File: config.mk
export PLATFORM = sky130hd
export DESIGN_NAME = image_plane_rotation_scatter_flat
export DESIGN_NICKNAME = d
export VERILOG_FILES = /design/src/design/ipr_pkg.sv /design/src/design/ipr_in_if.sv /design/src/design/ipr_out_if.sv /design/src/design/ipr_front.sv /design/src/design/ipr_fifo.sv /design/src/design/ipr_back.sv /design/src/design/image_plane_rotation_scatter.sv /design/src/flat_wrapper.sv
export SDC_FILE = /design/constraint.sdc
export NUM_CORES = 1
export LEC_CHECK = 0
export BUFFER_PORTS_ARGS = -buffer_cell sky130_fd_sc_hd__buf_2
export CAP_MARGIN = 20
export CORE_ASPECT_RATIO = 0.7
export CORE_MARGIN = 10
export CORE_UTILIZATION = 48
export DETAILED_ROUTE_END_ITERATION = 12
export SKIP_LAST_GASP = 1
export SYNTH_ARGS = -nofsm -noshare
export SYNTH_HDL_FRONTEND = slang
export SYNTH_SLANG_ARGS = --single-unit
File: constraint.sdc
create_clock -name clk -period 7.6 [get_ports clk]
set_clock_uncertainty 0.15 [all_clocks]
set_input_delay 1.14 -clock clk [delete_from_list [all_inputs] [get_ports clk]]
set_output_delay 1.14 -clock clk [all_outputs]
set_load 0.05 [all_outputs]
File: src/design/ipr_pkg.sv
// ----------------------------------------------------------------------------
// Image plane rotation scatter package
// Shared widths, register indexes, rotation codes and the job record that
// travels from the front end through the queue to the back end.
// ----------------------------------------------------------------------------
`default_nettype none

package ipr_pkg;

	localparam int MAX_DIM   = 4096;
	localparam int CNT_W     = $clog2(MAX_DIM);
	localparam int DIM_W     = CNT_W + 1;
	localparam int PIX_W     = 8;
	localparam int IDX_W     = 24;
	localparam int MODE_W    = 2;
	localparam int CFG_IDX_W = 2;
	localparam int PROD_W    = CNT_W + DIM_W;
	localparam int QDEPTH    = 4;
	localparam int QPTR_W    = $clog2(QDEPTH);

	localparam logic [DIM_W-1:0] WIDTH_RST  = DIM_W'(640);
	localparam logic [DIM_W-1:0] HEIGHT_RST = DIM_W'(480);

	typedef enum logic [MODE_W-1:0] {
		ROT_0   = 2'd0,
		ROT_90  = 2'd1,
		ROT_180 = 2'd2,
		ROT_270 = 2'd3
	} rot_mode_t;

	typedef enum logic [CFG_IDX_W-1:0] {
		REG_WIDTH  = 2'd0,
		REG_HEIGHT = 2'd1,
		REG_MODE   = 2'd2
	} reg_idx_t;

	typedef struct packed {
		logic [CNT_W-1:0] mcand;
		logic [DIM_W-1:0] mplier;
		logic [CNT_W-1:0] addend;
		logic [PIX_W-1:0] pixel;
		logic             last;
	} ipr_job_t;

	typedef struct packed {
		logic full;
		logic empty;
	} ipr_qstat_t;

	// A dimension of zero counts as one, and anything above the limit is clamped.
	function automatic logic [DIM_W-1:0] eff_dim(input logic [DIM_W-1:0] v);
		logic [DIM_W-1:0] r;
		if (v == '0) begin
			r = DIM_W'(1);
		end else if (v > DIM_W'(MAX_DIM)) begin
			r = DIM_W'(MAX_DIM);
		end else begin
			r = v;
		end
		return r;
	endfunction

endpackage

`default_nettype wire

File: src/design/ipr_in_if.sv
// ----------------------------------------------------------------------------
// Source pixel channel
// Valid/ready channel that carries one source byte per transfer.
// ----------------------------------------------------------------------------
`default_nettype none

interface ipr_in_if;
	import ipr_pkg::*;

	logic             valid;
	logic             ready;
	logic [PIX_W-1:0] pixel_in;

	modport source (output valid, output pixel_in, input ready);
	modport sink (input valid, input pixel_in, output ready);
endinterface

`default_nettype wire

File: src/design/ipr_out_if.sv
// ----------------------------------------------------------------------------
// Scattered pixel channel
// Valid/ready channel that carries a byte with its destination index.
// ----------------------------------------------------------------------------
`default_nettype none

interface ipr_out_if;
	import ipr_pkg::*;

	logic             valid;
	logic             ready;
	logic [IDX_W-1:0] dest_index;
	logic [PIX_W-1:0] pixel_out;
	logic             frame_last;

	modport source (output valid, output dest_index, output pixel_out, output frame_last,
		input ready);
	modport sink (input valid, input dest_index, input pixel_out, input frame_last,
		output ready);
endinterface

`default_nettype wire

File: src/design/ipr_front.sv
// ----------------------------------------------------------------------------
// Rotation front end
// Holds the configuration and the row and column counters, and turns each
// accepted byte into multiply-add operands for the back end.
// ----------------------------------------------------------------------------
`default_nettype none

module ipr_front (
	input  wire logic                           clk,
	input  wire logic                           arst_n,
	input  wire logic                           cfg_we,
	input  wire logic [ipr_pkg::CFG_IDX_W-1:0]  cfg_index,
	input  wire logic [ipr_pkg::DIM_W-1:0]      cfg_data,
	ipr_in_if.sink                              src,
	input  wire logic                           q_full,
	output logic                                push,
	output ipr_pkg::ipr_job_t                   job
);
	import ipr_pkg::*;

	logic [DIM_W-1:0] width_q;
	logic [DIM_W-1:0] height_q;
	rot_mode_t        mode_q;
	logic [CNT_W-1:0] row_q;
	logic [CNT_W-1:0] col_q;

	logic [DIM_W-1:0] w_eff;
	logic [DIM_W-1:0] h_eff;
	logic [DIM_W-1:0] col_nxt;
	logic [DIM_W-1:0] row_nxt;
	logic [DIM_W-1:0] h_m1_r;
	logic [DIM_W-1:0] w_m1_c;
	logic             col_end;
	logic             row_end;
	logic             cfg_hit;

	assign w_eff   = eff_dim(width_q);
	assign h_eff   = eff_dim(height_q);
	assign col_nxt = {1'b0, col_q} + DIM_W'(1);
	assign row_nxt = {1'b0, row_q} + DIM_W'(1);
	assign col_end = col_nxt >= w_eff;
	assign row_end = row_nxt >= h_eff;
	assign h_m1_r  = h_eff - row_nxt;
	assign w_m1_c  = w_eff - col_nxt;

	assign src.ready = !q_full;
	assign push      = src.valid && !q_full;
	assign cfg_hit   = cfg_we && (cfg_index == REG_WIDTH || cfg_index == REG_HEIGHT ||
		cfg_index == REG_MODE);

	always_comb begin
		job.pixel = src.pixel_in;
		job.last  = col_end && row_end;
		unique case (mode_q)
			ROT_90: begin
				job.mcand  = col_q;
				job.mplier = h_eff;
				job.addend = h_m1_r[CNT_W-1:0];
			end
			ROT_180: begin
				job.mcand  = h_m1_r[CNT_W-1:0];
				job.mplier = w_eff;
				job.addend = w_m1_c[CNT_W-1:0];
			end
			ROT_270: begin
				job.mcand  = w_m1_c[CNT_W-1:0];
				job.mplier = h_eff;
				job.addend = row_q;
			end
			default: begin
				job.mcand  = row_q;
				job.mplier = w_eff;
				job.addend = col_q;
			end
		endcase
	end

	always_ff @(posedge clk or negedge arst_n) begin
		if (!arst_n) begin
			width_q  <= WIDTH_RST;
			height_q <= HEIGHT_RST;
			mode_q   <= ROT_0;
			row_q    <= '0;
			col_q    <= '0;
		end else if (cfg_we) begin
			unique case (cfg_index)
				REG_WIDTH:  width_q  <= cfg_data;
				REG_HEIGHT: height_q <= cfg_data;
				REG_MODE:   mode_q   <= rot_mode_t'(cfg_data[MODE_W-1:0]);
				default: ;
			endcase
			if (cfg_hit) begin
				row_q <= '0;
				col_q <= '0;
			end
		end else if (push) begin
			if (col_end) begin
				col_q <= '0;
				row_q <= row_end ? '0 : row_nxt[CNT_W-1:0];
			end else begin
				col_q <= col_nxt[CNT_W-1:0];
			end
		end
	end

endmodule

`default_nettype wire

File: src/design/ipr_fifo.sv
// ----------------------------------------------------------------------------
// Job queue
// Short first-in first-out queue that decouples the front end from the
// back end.
// ----------------------------------------------------------------------------
`default_nettype none

module ipr_fifo (
	input  wire logic               clk,
	input  wire logic               arst_n,
	input  wire logic               push,
	input  wire ipr_pkg::ipr_job_t  push_data,
	input  wire logic               pop,
	output ipr_pkg::ipr_job_t       pop_data,
	output ipr_pkg::ipr_qstat_t     stat
);
	import ipr_pkg::*;

	ipr_job_t          mem_q [QDEPTH];
	logic [QPTR_W-1:0] wr_q;
	logic [QPTR_W-1:0] rd_q;
	logic [QPTR_W:0]   cnt_q;

	assign stat.full  = cnt_q == (QPTR_W + 1)'(QDEPTH);
	assign stat.empty = cnt_q == '0;
	assign pop_data   = mem_q[rd_q];

	always_ff @(posedge clk) begin
		if (push) begin
			mem_q[wr_q] <= push_data;
		end
	end

	always_ff @(posedge clk or negedge arst_n) begin
		if (!arst_n) begin
			wr_q  <= '0;
			rd_q  <= '0;
			cnt_q <= '0;
		end else begin
			if (push) begin
				wr_q <= wr_q + QPTR_W'(1);
			end
			if (pop) begin
				rd_q <= rd_q + QPTR_W'(1);
			end
			if (push && !pop) begin
				cnt_q <= cnt_q + (QPTR_W + 1)'(1);
			end else if (pop && !push) begin
				cnt_q <= cnt_q - (QPTR_W + 1)'(1);
			end
		end
	end

endmodule

`default_nettype wire

File: src/design/ipr_back.sv
// ----------------------------------------------------------------------------
// Rotation back end
// Takes jobs from the queue, forms the destination index with one
// multiply-add and holds the result in the output register.
// ----------------------------------------------------------------------------
`default_nettype none

module ipr_back (
	input  wire logic               clk,
	input  wire logic               arst_n,
	input  wire ipr_pkg::ipr_job_t  head,
	input  wire logic               q_empty,
	output logic                    pop,
	ipr_out_if.source               dst
);
	import ipr_pkg::*;

	logic              valid_q;
	logic [IDX_W-1:0]  dest_q;
	logic [PIX_W-1:0]  pixel_q;
	logic              last_q;
	logic [PROD_W-1:0] prod;
	logic [PROD_W-1:0] sum;

	assign prod = PROD_W'(head.mcand) * PROD_W'(head.mplier);
	assign sum  = prod + PROD_W'(head.addend);
	assign pop  = !q_empty && (!valid_q || dst.ready);

	assign dst.valid      = valid_q;
	assign dst.dest_index = dest_q;
	assign dst.pixel_out  = pixel_q;
	assign dst.frame_last = last_q;

	always_ff @(posedge clk or negedge arst_n) begin
		if (!arst_n) begin
			valid_q <= 1'b0;
		end else if (pop) begin
			valid_q <= 1'b1;
		end else if (dst.ready) begin
			valid_q <= 1'b0;
		end
	end

	always_ff @(posedge clk) begin
		if (pop) begin
			dest_q  <= sum[IDX_W-1:0];
			pixel_q <= head.pixel;
			last_q  <= head.last;
		end
	end

endmodule

`default_nettype wire

File: src/design/image_plane_rotation_scatter.sv
// ----------------------------------------------------------------------------
// Image plane rotation scatter
// Gives each raster-order source byte its index in a plane rotated by 0, 90,
// 180 or 270 degrees, and marks the last byte of each frame.
// ----------------------------------------------------------------------------
// Path: a transferred byte is written into the queue and, once the output is
// free, its result is taken into the output register and presented.
// Throughput: one byte per cycle while neither channel stalls, set by the single
// multiply-add in the back end; a four-entry queue lets input and output stall on their own.
// Reset: configuration returns to 640 by 480 with no rotation, counters and
// queue are cleared, and no result is pending.
`default_nettype none

module image_plane_rotation_scatter (
	input  wire logic                           clk,
	input  wire logic                           arst_n,
	input  wire logic                           cfg_we,
	input  wire logic [ipr_pkg::CFG_IDX_W-1:0]  cfg_index,
	input  wire logic [ipr_pkg::DIM_W-1:0]      cfg_data,
	ipr_in_if.sink                              src,
	ipr_out_if.source                           dst
);
	import ipr_pkg::*;

	ipr_job_t   job;
	ipr_job_t   head;
	ipr_qstat_t q_stat;
	logic       q_push;
	logic       q_pop;

	ipr_front u_front (
		.clk       (clk),
		.arst_n    (arst_n),
		.cfg_we    (cfg_we),
		.cfg_index (cfg_index),
		.cfg_data  (cfg_data),
		.src       (src),
		.q_full    (q_stat.full),
		.push      (q_push),
		.job       (job)
	);

	ipr_fifo u_fifo (
		.clk       (clk),
		.arst_n    (arst_n),
		.push      (q_push),
		.push_data (job),
		.pop       (q_pop),
		.pop_data  (head),
		.stat      (q_stat)
	);

	ipr_back u_back (
		.clk     (clk),
		.arst_n  (arst_n),
		.head    (head),
		.q_empty (q_stat.empty),
		.pop     (q_pop),
		.dst     (dst)
	);

	a_queue_state: assert property (@(posedge clk) disable iff (!arst_n)
		!(q_stat.full && q_stat.empty))
		else $error("queue reports full and empty together");

	a_no_pop_empty: assert property (@(posedge clk) disable iff (!arst_n)
		q_pop |-> !q_stat.empty)
		else $error("back end took a job from an empty queue");

	a_empty_holds: assert property (@(posedge clk) disable iff (!arst_n)
		(q_stat.empty && !q_push) |=> q_stat.empty)
		else $error("queue filled without a push");

	a_out_follows_pop: assert property (@(posedge clk) disable iff (!arst_n)
		($rose(dst.valid)) |-> $past(q_pop))
		else $error("result appeared without a job");

endmodule

`default_nettype wire

File: src/flat_wrapper.sv
// flat-port wrapper written by rule: the top's interface ports become plain ports
module image_plane_rotation_scatter_flat import ipr_pkg::*;
  (clk, arst_n, cfg_we, cfg_index, cfg_data, src_valid, src_pixel_in, src_ready, dst_valid, dst_dest_index, dst_pixel_out, dst_frame_last, dst_ready);
  ipr_in_if src_i ();
  ipr_out_if dst_i ();
  input  wire logic clk;
  input  wire logic arst_n;
  input  wire logic cfg_we;
  input  wire logic [ipr_pkg::CFG_IDX_W-1:0] cfg_index;
  input  wire logic [ipr_pkg::DIM_W-1:0] cfg_data;
  input wire logic [$bits(src_i.valid)-1:0] src_valid;
  input wire logic [$bits(src_i.pixel_in)-1:0] src_pixel_in;
  output wire logic [$bits(src_i.ready)-1:0] src_ready;
  output wire logic [$bits(dst_i.valid)-1:0] dst_valid;
  output wire logic [$bits(dst_i.dest_index)-1:0] dst_dest_index;
  output wire logic [$bits(dst_i.pixel_out)-1:0] dst_pixel_out;
  output wire logic [$bits(dst_i.frame_last)-1:0] dst_frame_last;
  input wire logic [$bits(dst_i.ready)-1:0] dst_ready;
  assign src_i.valid = src_valid;
  assign src_i.pixel_in = src_pixel_in;
  assign src_ready = src_i.ready;
  assign dst_valid = dst_i.valid;
  assign dst_dest_index = dst_i.dest_index;
  assign dst_pixel_out = dst_i.pixel_out;
  assign dst_frame_last = dst_i.frame_last;
  assign dst_i.ready = dst_ready;
  image_plane_rotation_scatter u_core (.clk(clk), .arst_n(arst_n), .cfg_we(cfg_we), .cfg_index(cfg_index), .cfg_data(cfg_data), .src(src_i), .dst(dst_i));
endmodule
### Word-level counts from Yosys, hierarchy flattened

Memories as Yosys holds them, arrays and structs flattened.
Index checks and enable logic that the tools add are counted.

| cells by class | value |
|---|---|
| add/sub/neg operators | 9 |
| multiply operators | 1 |
| $lt $le $gt $ge | 4 |
| equal/unequal tests | 7 |
| mux-type cells | 19 |
| reduce and logical (&&, ||, !) cells | 27 |

Operator list:

| kind | number |
|---|---|
| 37-bit case mux with 3 select lines | 1 |
| 12-bit two-way mux | 8 |
| 13-bit two-way mux | 4 |
| 12-bit by 1-bit adder with 13-bit output, second input constant | 2 |
| 13-bit >= comparator | 2 |
| 13-bit > comparator, second input constant | 2 |
| 13-bit zero test | 2 |
| 24-bit by 12-bit adder with 24-bit output | 1 |
| 12-bit by 13-bit multiplier with 24-bit output | 1 |
| 12-bit subtractor | 2 |
| 2-bit AND reduction | 4 |
| 2-bit nonzero test | 4 |
| 2-bit == test, second input constant | 3 |
| 1-bit logical AND | 6 |
| 3-bit two-way mux | 2 |
| 1-bit zero test | 5 |
| 2-bit by 1-bit adder with 2-bit output, second input constant | 2 |
| 2-bit by 1-bit == test with 1-bit output, second input constant | 2 |
| 1-bit two-way mux | 4 |
| 3-bit by 1-bit adder with 3-bit output, second input constant | 1 |
| 3-bit == test, second input constant | 1 |
| 3-bit zero test | 1 |
| 1-bit logical OR | 3 |
| 3-bit AND reduction | 1 |
| 3 further kinds | 3 |

| word-level totals | value |
|---|---|
| register bits | 93 |
| memory bits (writable) | 184 |
| output and inout bits | 35 |
| logic and storage cells | 80 |
| memories kept | 1 |

Memories:

| name | depth | width | read ports | clocked after memory_dff | wr ports | line | text |
|---|---|---|---|---|---|---|---|
| u_core.u_fifo.mem_q | 4 | 46 | 1 | 0 | 1 | ipr_fifo.sv:19 | `ipr_job_t mem_q [QDEPTH];` |

### Longest topological paths before layout

| logic depth | value |
|---|---|
| word-level depth | 8 |
| mapped depth | 23 |

### Cells and area by module

From an unflattened synthesis, not the netlist that was laid out.

| unflattened totals | value |
|---|---|
| cells, all modules | 1,601 |
| area, all modules | 18,977.0 um^2 |

By module, submodules not included:

| module | instances | cells an instance | area an instance (um^2) | seq. area each (um^2) |
|---|---|---|---|---|
| ipr_fifo | 1 | 274 | 7,024.2 | 5,700.5 |
| ipr_back | 1 | 708 | 6,717.7 | 1,016.0 |
| ipr_front | 1 | 619 | 5,235.0 | 1,308.8 |

### Worst setup path after synthesis

No wires, ideal clock.

| timing path | value |
|---|---|
| kind | register to register |
| start point | register u_core.u_fifo.rd_q[0] |
| end point | register u_core.u_back.dest_q[18], in the netlist u_core.u_back.dst.dest_index[18] (data pin) |
| library setup time | 0.259 ns |
| arrival | 5.891 ns |
| setup slack | 1.300 ns |
| cell stages (with the launch flop) | 23 |
| buffers on the path | 3 |
| period minus slack after synthesis | 6.300 ns |
| cell sequence | dfrtp_1 buf_4 buf_4 mux4_2 buf_2 and2_1 fa_1 inv_1 fa_1 inv_1 fa_1 fa_1 inv_1 fa_1 inv_1 ha_1 a21o_1 a21oi_1 a2bb2oi_1 o31a_1 nor2_1 or3_1 xor2_1 |

| on the way | value |
|---|---|
| longest elaborated chain between the ends | 3 |

RTL lines:

| element | line | text |
|---|---|---|
| from (decl) | ipr_fifo.sv:21 | `logic [QPTR_W-1:0] rd_q;` |
| from (signal assigned) | ipr_fifo.sv:44 | `rd_q <= rd_q + QPTR_W'(1);` |
| memory 4 x 46 bit (*) | n/a |  |
| 12-bit by 13-bit multiplier with 24-bit output | ipr_back.sv:25 | `assign prod = PROD_W'(head.mcand) * PROD_W'(head.mplier);` |
| 24-bit by 12-bit adder with 24-bit output (*) | ipr_back.sv:26 | `assign sum = prod + PROD_W'(head.addend);` |
| via u_core.u_back.sum[18] | ipr_back.sv:23 | `logic [PROD_W-1:0] sum;` |
| to (signal assigned) | ipr_back.sv:46 | `dest_q <= sum[IDX_W-1:0];` |
| to (decl) | ipr_back.sv:19 | `logic [IDX_W-1:0] dest_q;` |

Mark *: on every way through the listed nets, which the timed path passes. The rest lies on a longest branch.
A chain may end at the register's enable or synchronous reset.

### Worst setup path after layout

Ends and elaborated chain as after synthesis.

==> reports/metrics.cfg <==
[placement]
place_congestion = 0.895
placement.io_buffers = 62
dp_hpwl_mm = 30.6
place_inst = 2074
placed_area_sq_um = 19400

[detailed_routing]
wl_mm = 40.7
drc = 0
wl_per_cell_um = 19.2
drt_pass1_iterations = 7
vias_per_cell = 5.46
vias = 11600
postRouteAntennaNets = 0
drt_first_iter_violations = 931

[setup_path]
crit_arrival_ps = 6960
cp_num_buf_inv = 4
crit_chain = mux4_2 > and2_1 > fa_1 > inv_1 > fa_1 > inv_1 > fa_1 > fa_1 > inv_1 > fa_1 > inv_1 > ha_1 > a21o_1 > a21oi_1 > a2bb2oi_1 > o31a_1 > nor2_1 > or3_1 > xor2_1
r2r.worst_path.cells = 19
r2r-start = u_core.u_fifo.rd_q[0]
crit_family = adder cells
cpMostUsedCell = fa_1
r2r_setup_slack_ps = 800
worst_path_max_delay_cell = dfrtp_4
cp_max_fo = 27
startpoint = u_core.u_fifo.rd_q[0]
reg2reg_to = u_core.u_back.dst.dest_index[18]
crit_type = register to register
cp-end-kind = register
required_ps = 7750
start_kind = register
max_stage_delay_ps = 770

[cells_and_area]
diodes = 0
syn2layout_area_growth_pct = 9.47
layout_commonest_cell = inv_1
stdcell_count = 2126
drive_gt1_share_pct = 14.7
fill_cells = 3327
final_cell_mix = inv_1 (240), edfxtp_1 (217), nand2_1 (164)
nets = 1882
design_area_sq_um = 20300

[logic_synthesis]
ys_ff_latch = 277
avgSynthCellArea_sq_um = 11.9
syn_area_sq_um = 18500
synth-main-ff-cell = edfxtp_1
synthCells = 1556
synth_cell_type_count = 69
ys_seq_area_share_pct = 43.3
synth_edf_count = 217
syn_nets = 1830
yosys_warnings = 0
ys_async_sr_fraction_pct = 21.7

[worst_hold_path]
min_from = u_core.u_fifo.cnt_q[2]
hold_class = register to register
hold_depth = 1
holdPathEnd = u_core.u_fifo.cnt_q[2]

[grt]
grtUsageTotal_pct = 18.1
grt_pass1_wl_mm = 66.9
grt_max_degree = 61
grt_pass1_vias = 11800
antenna_found_initial = 0
overflow = 0

[timing]
maxSlewViolCount = 0
rsz0062_at_grt = no
min_period_ps = 6800
setup_violations = 0
setup-tns-final_ps = 0
final_hold_viol_count = 0
slew_headroom_pct = 28.9
fmax_ghz = 0.147
fin_crit_sh_pct = 89.5
worst_pin_slew_ps = 1060

[floorplanning]
ios = 63
fp.dieArea_sq_um = 47000
initial_core_util_pct = 48.4
die_x_um = 255
rows = 60
coreArea_sq_um = 38300
die_h_um = 184

[clocking]
postCtsHoldBufs = 0
cts_tree = built
cts_resized = 0
root_buffer = clkbuf_16
cts_num_sinks = 277
cts.clk_slew.worst_paths_ps = 60
clockBufferDepth = 3
clk_latency_ps = 570
htree_levels = 1
post_cts_buffers = 0
numCtsBuffers = 28

[job]
max-cap-violations = 0

[run_status]
status = complete, no violations

[Yosys cell counts (34+ instances only)]
cell,instances,area share (%)
o21ai_0,40,1.1
and2_1,72,2.4
dfrtp_1,54,7.3
mux4_2,54,6.6
nand2_1,164,3.3
edfxtp_1,217,35
inv_1,240,4.9
fa_1,123,13
a21oi_1,55,1.5
ha_1,123,8.3
clkbuf_1,34,0.69
nor2_1,38,0.77
[per-stage QoR]
step / util, % / setup WS, ps / hold WS (ps)
floorplan: - / 1300 / 314
global placement: 50.6 / 923 / 326
detailed placement: 50.6 / 793 / 342
CTS: 53.0 / 781 / 352
global route: 53.0 / 404 / 374
finish: 53.0 / 796 / 351
[state kept, by name, indices dropped and copies added (netlist names)]
name / count
u_core.u_fifo.rd_q: 2
u_core.u_back.dst.dest_index: 24
u_core.u_back.dst.frame_last: 1
u_core.u_front.mode_q: 2
u_core.u_fifo.wr_q: 2
u_core.u_front.width_q: 13
u_core.u_fifo.cnt_q: 3
u_core.u_front.height_q: 13
u_core.u_back.dst.valid: 1
u_core.u_front.row_q: 12
u_core.u_front.col_q: 12
u_core.u_fifo.mem_q: 184
u_core.u_back.dst.pixel_out: 8
[layout make-up]
cell class	count	area [sq um]	area share, %
clock buffer	33	719	3.55
clock inverter	19	193	0.950
inverter	242	908	4.48
multi-input combinational	979	9370	46.2
sequential	277	8030	39.6
tap	496	621	3.06
timing repair buffer	80	445	2.20
[worst reg2reg max path, stage by stage (launching register included)]
cell,delay (ps)
dfrtp_4,770
mux4_2,720
and2_1,210
fa_1,540
inv_1,50
fa_1,490
inv_1,70
fa_1,500
fa_1,540
inv_1,50
fa_1,530
inv_1,40
ha_1,360
a21o_1,180
a21oi_1,200
a2bb2oi_1,200
o31a_1,320
nor2_1,110
or3_1,370
xor2_1,150
[routing by layer]
metal,GRT usage (%),up-vias,share of wire (%)
li1,-,5429,-
met1,27.2,5824,49
met2,27.5,306,43
met3,2.72,40,6.2
met4,3.28,0,1.7
met5,0,-,0
[cells by family (layout without fill, tap and decap cells)]
| logic type | Yosys count | after routing | synth area share, % |
|---|---|---|---|
| fa+ha+maj | 246 | 246 | 21.6 |
| flops | 277 | 277 | 43.3 |
| simple gates | 384 | 384 | 10.2 |
| xor+xnor | 59 | 59 | 2.79 |
| mux | 96 | 96 | 9.03 |
| buf+inv | 300 | 374 | 6.29 |
| compound gates | 194 | 194 | 6.76 |
[worst max-delay path by stage]
stage          slack [ps]  depth (start not counted)                               end
6_report              800                         19  u_core.u_back.dst.dest_index[18]
2_1_floorplan        1300                         22  u_core.u_back.dst.dest_index[18]
4_1_cts               780                         19  u_core.u_back.dst.dest_index[18]
3_5_place_dp          790                         19  u_core.u_back.dst.dest_index[18]
3_3_place_gp          920                         19  u_core.u_back.dst.dest_index[18]
5_1_grt               400                         19  u_core.u_back.dst.dest_index[23]
Power is left out: the tool's default activity adds up to more than one toggle a clock period on the data nets, which glitch-free logic cannot reach.
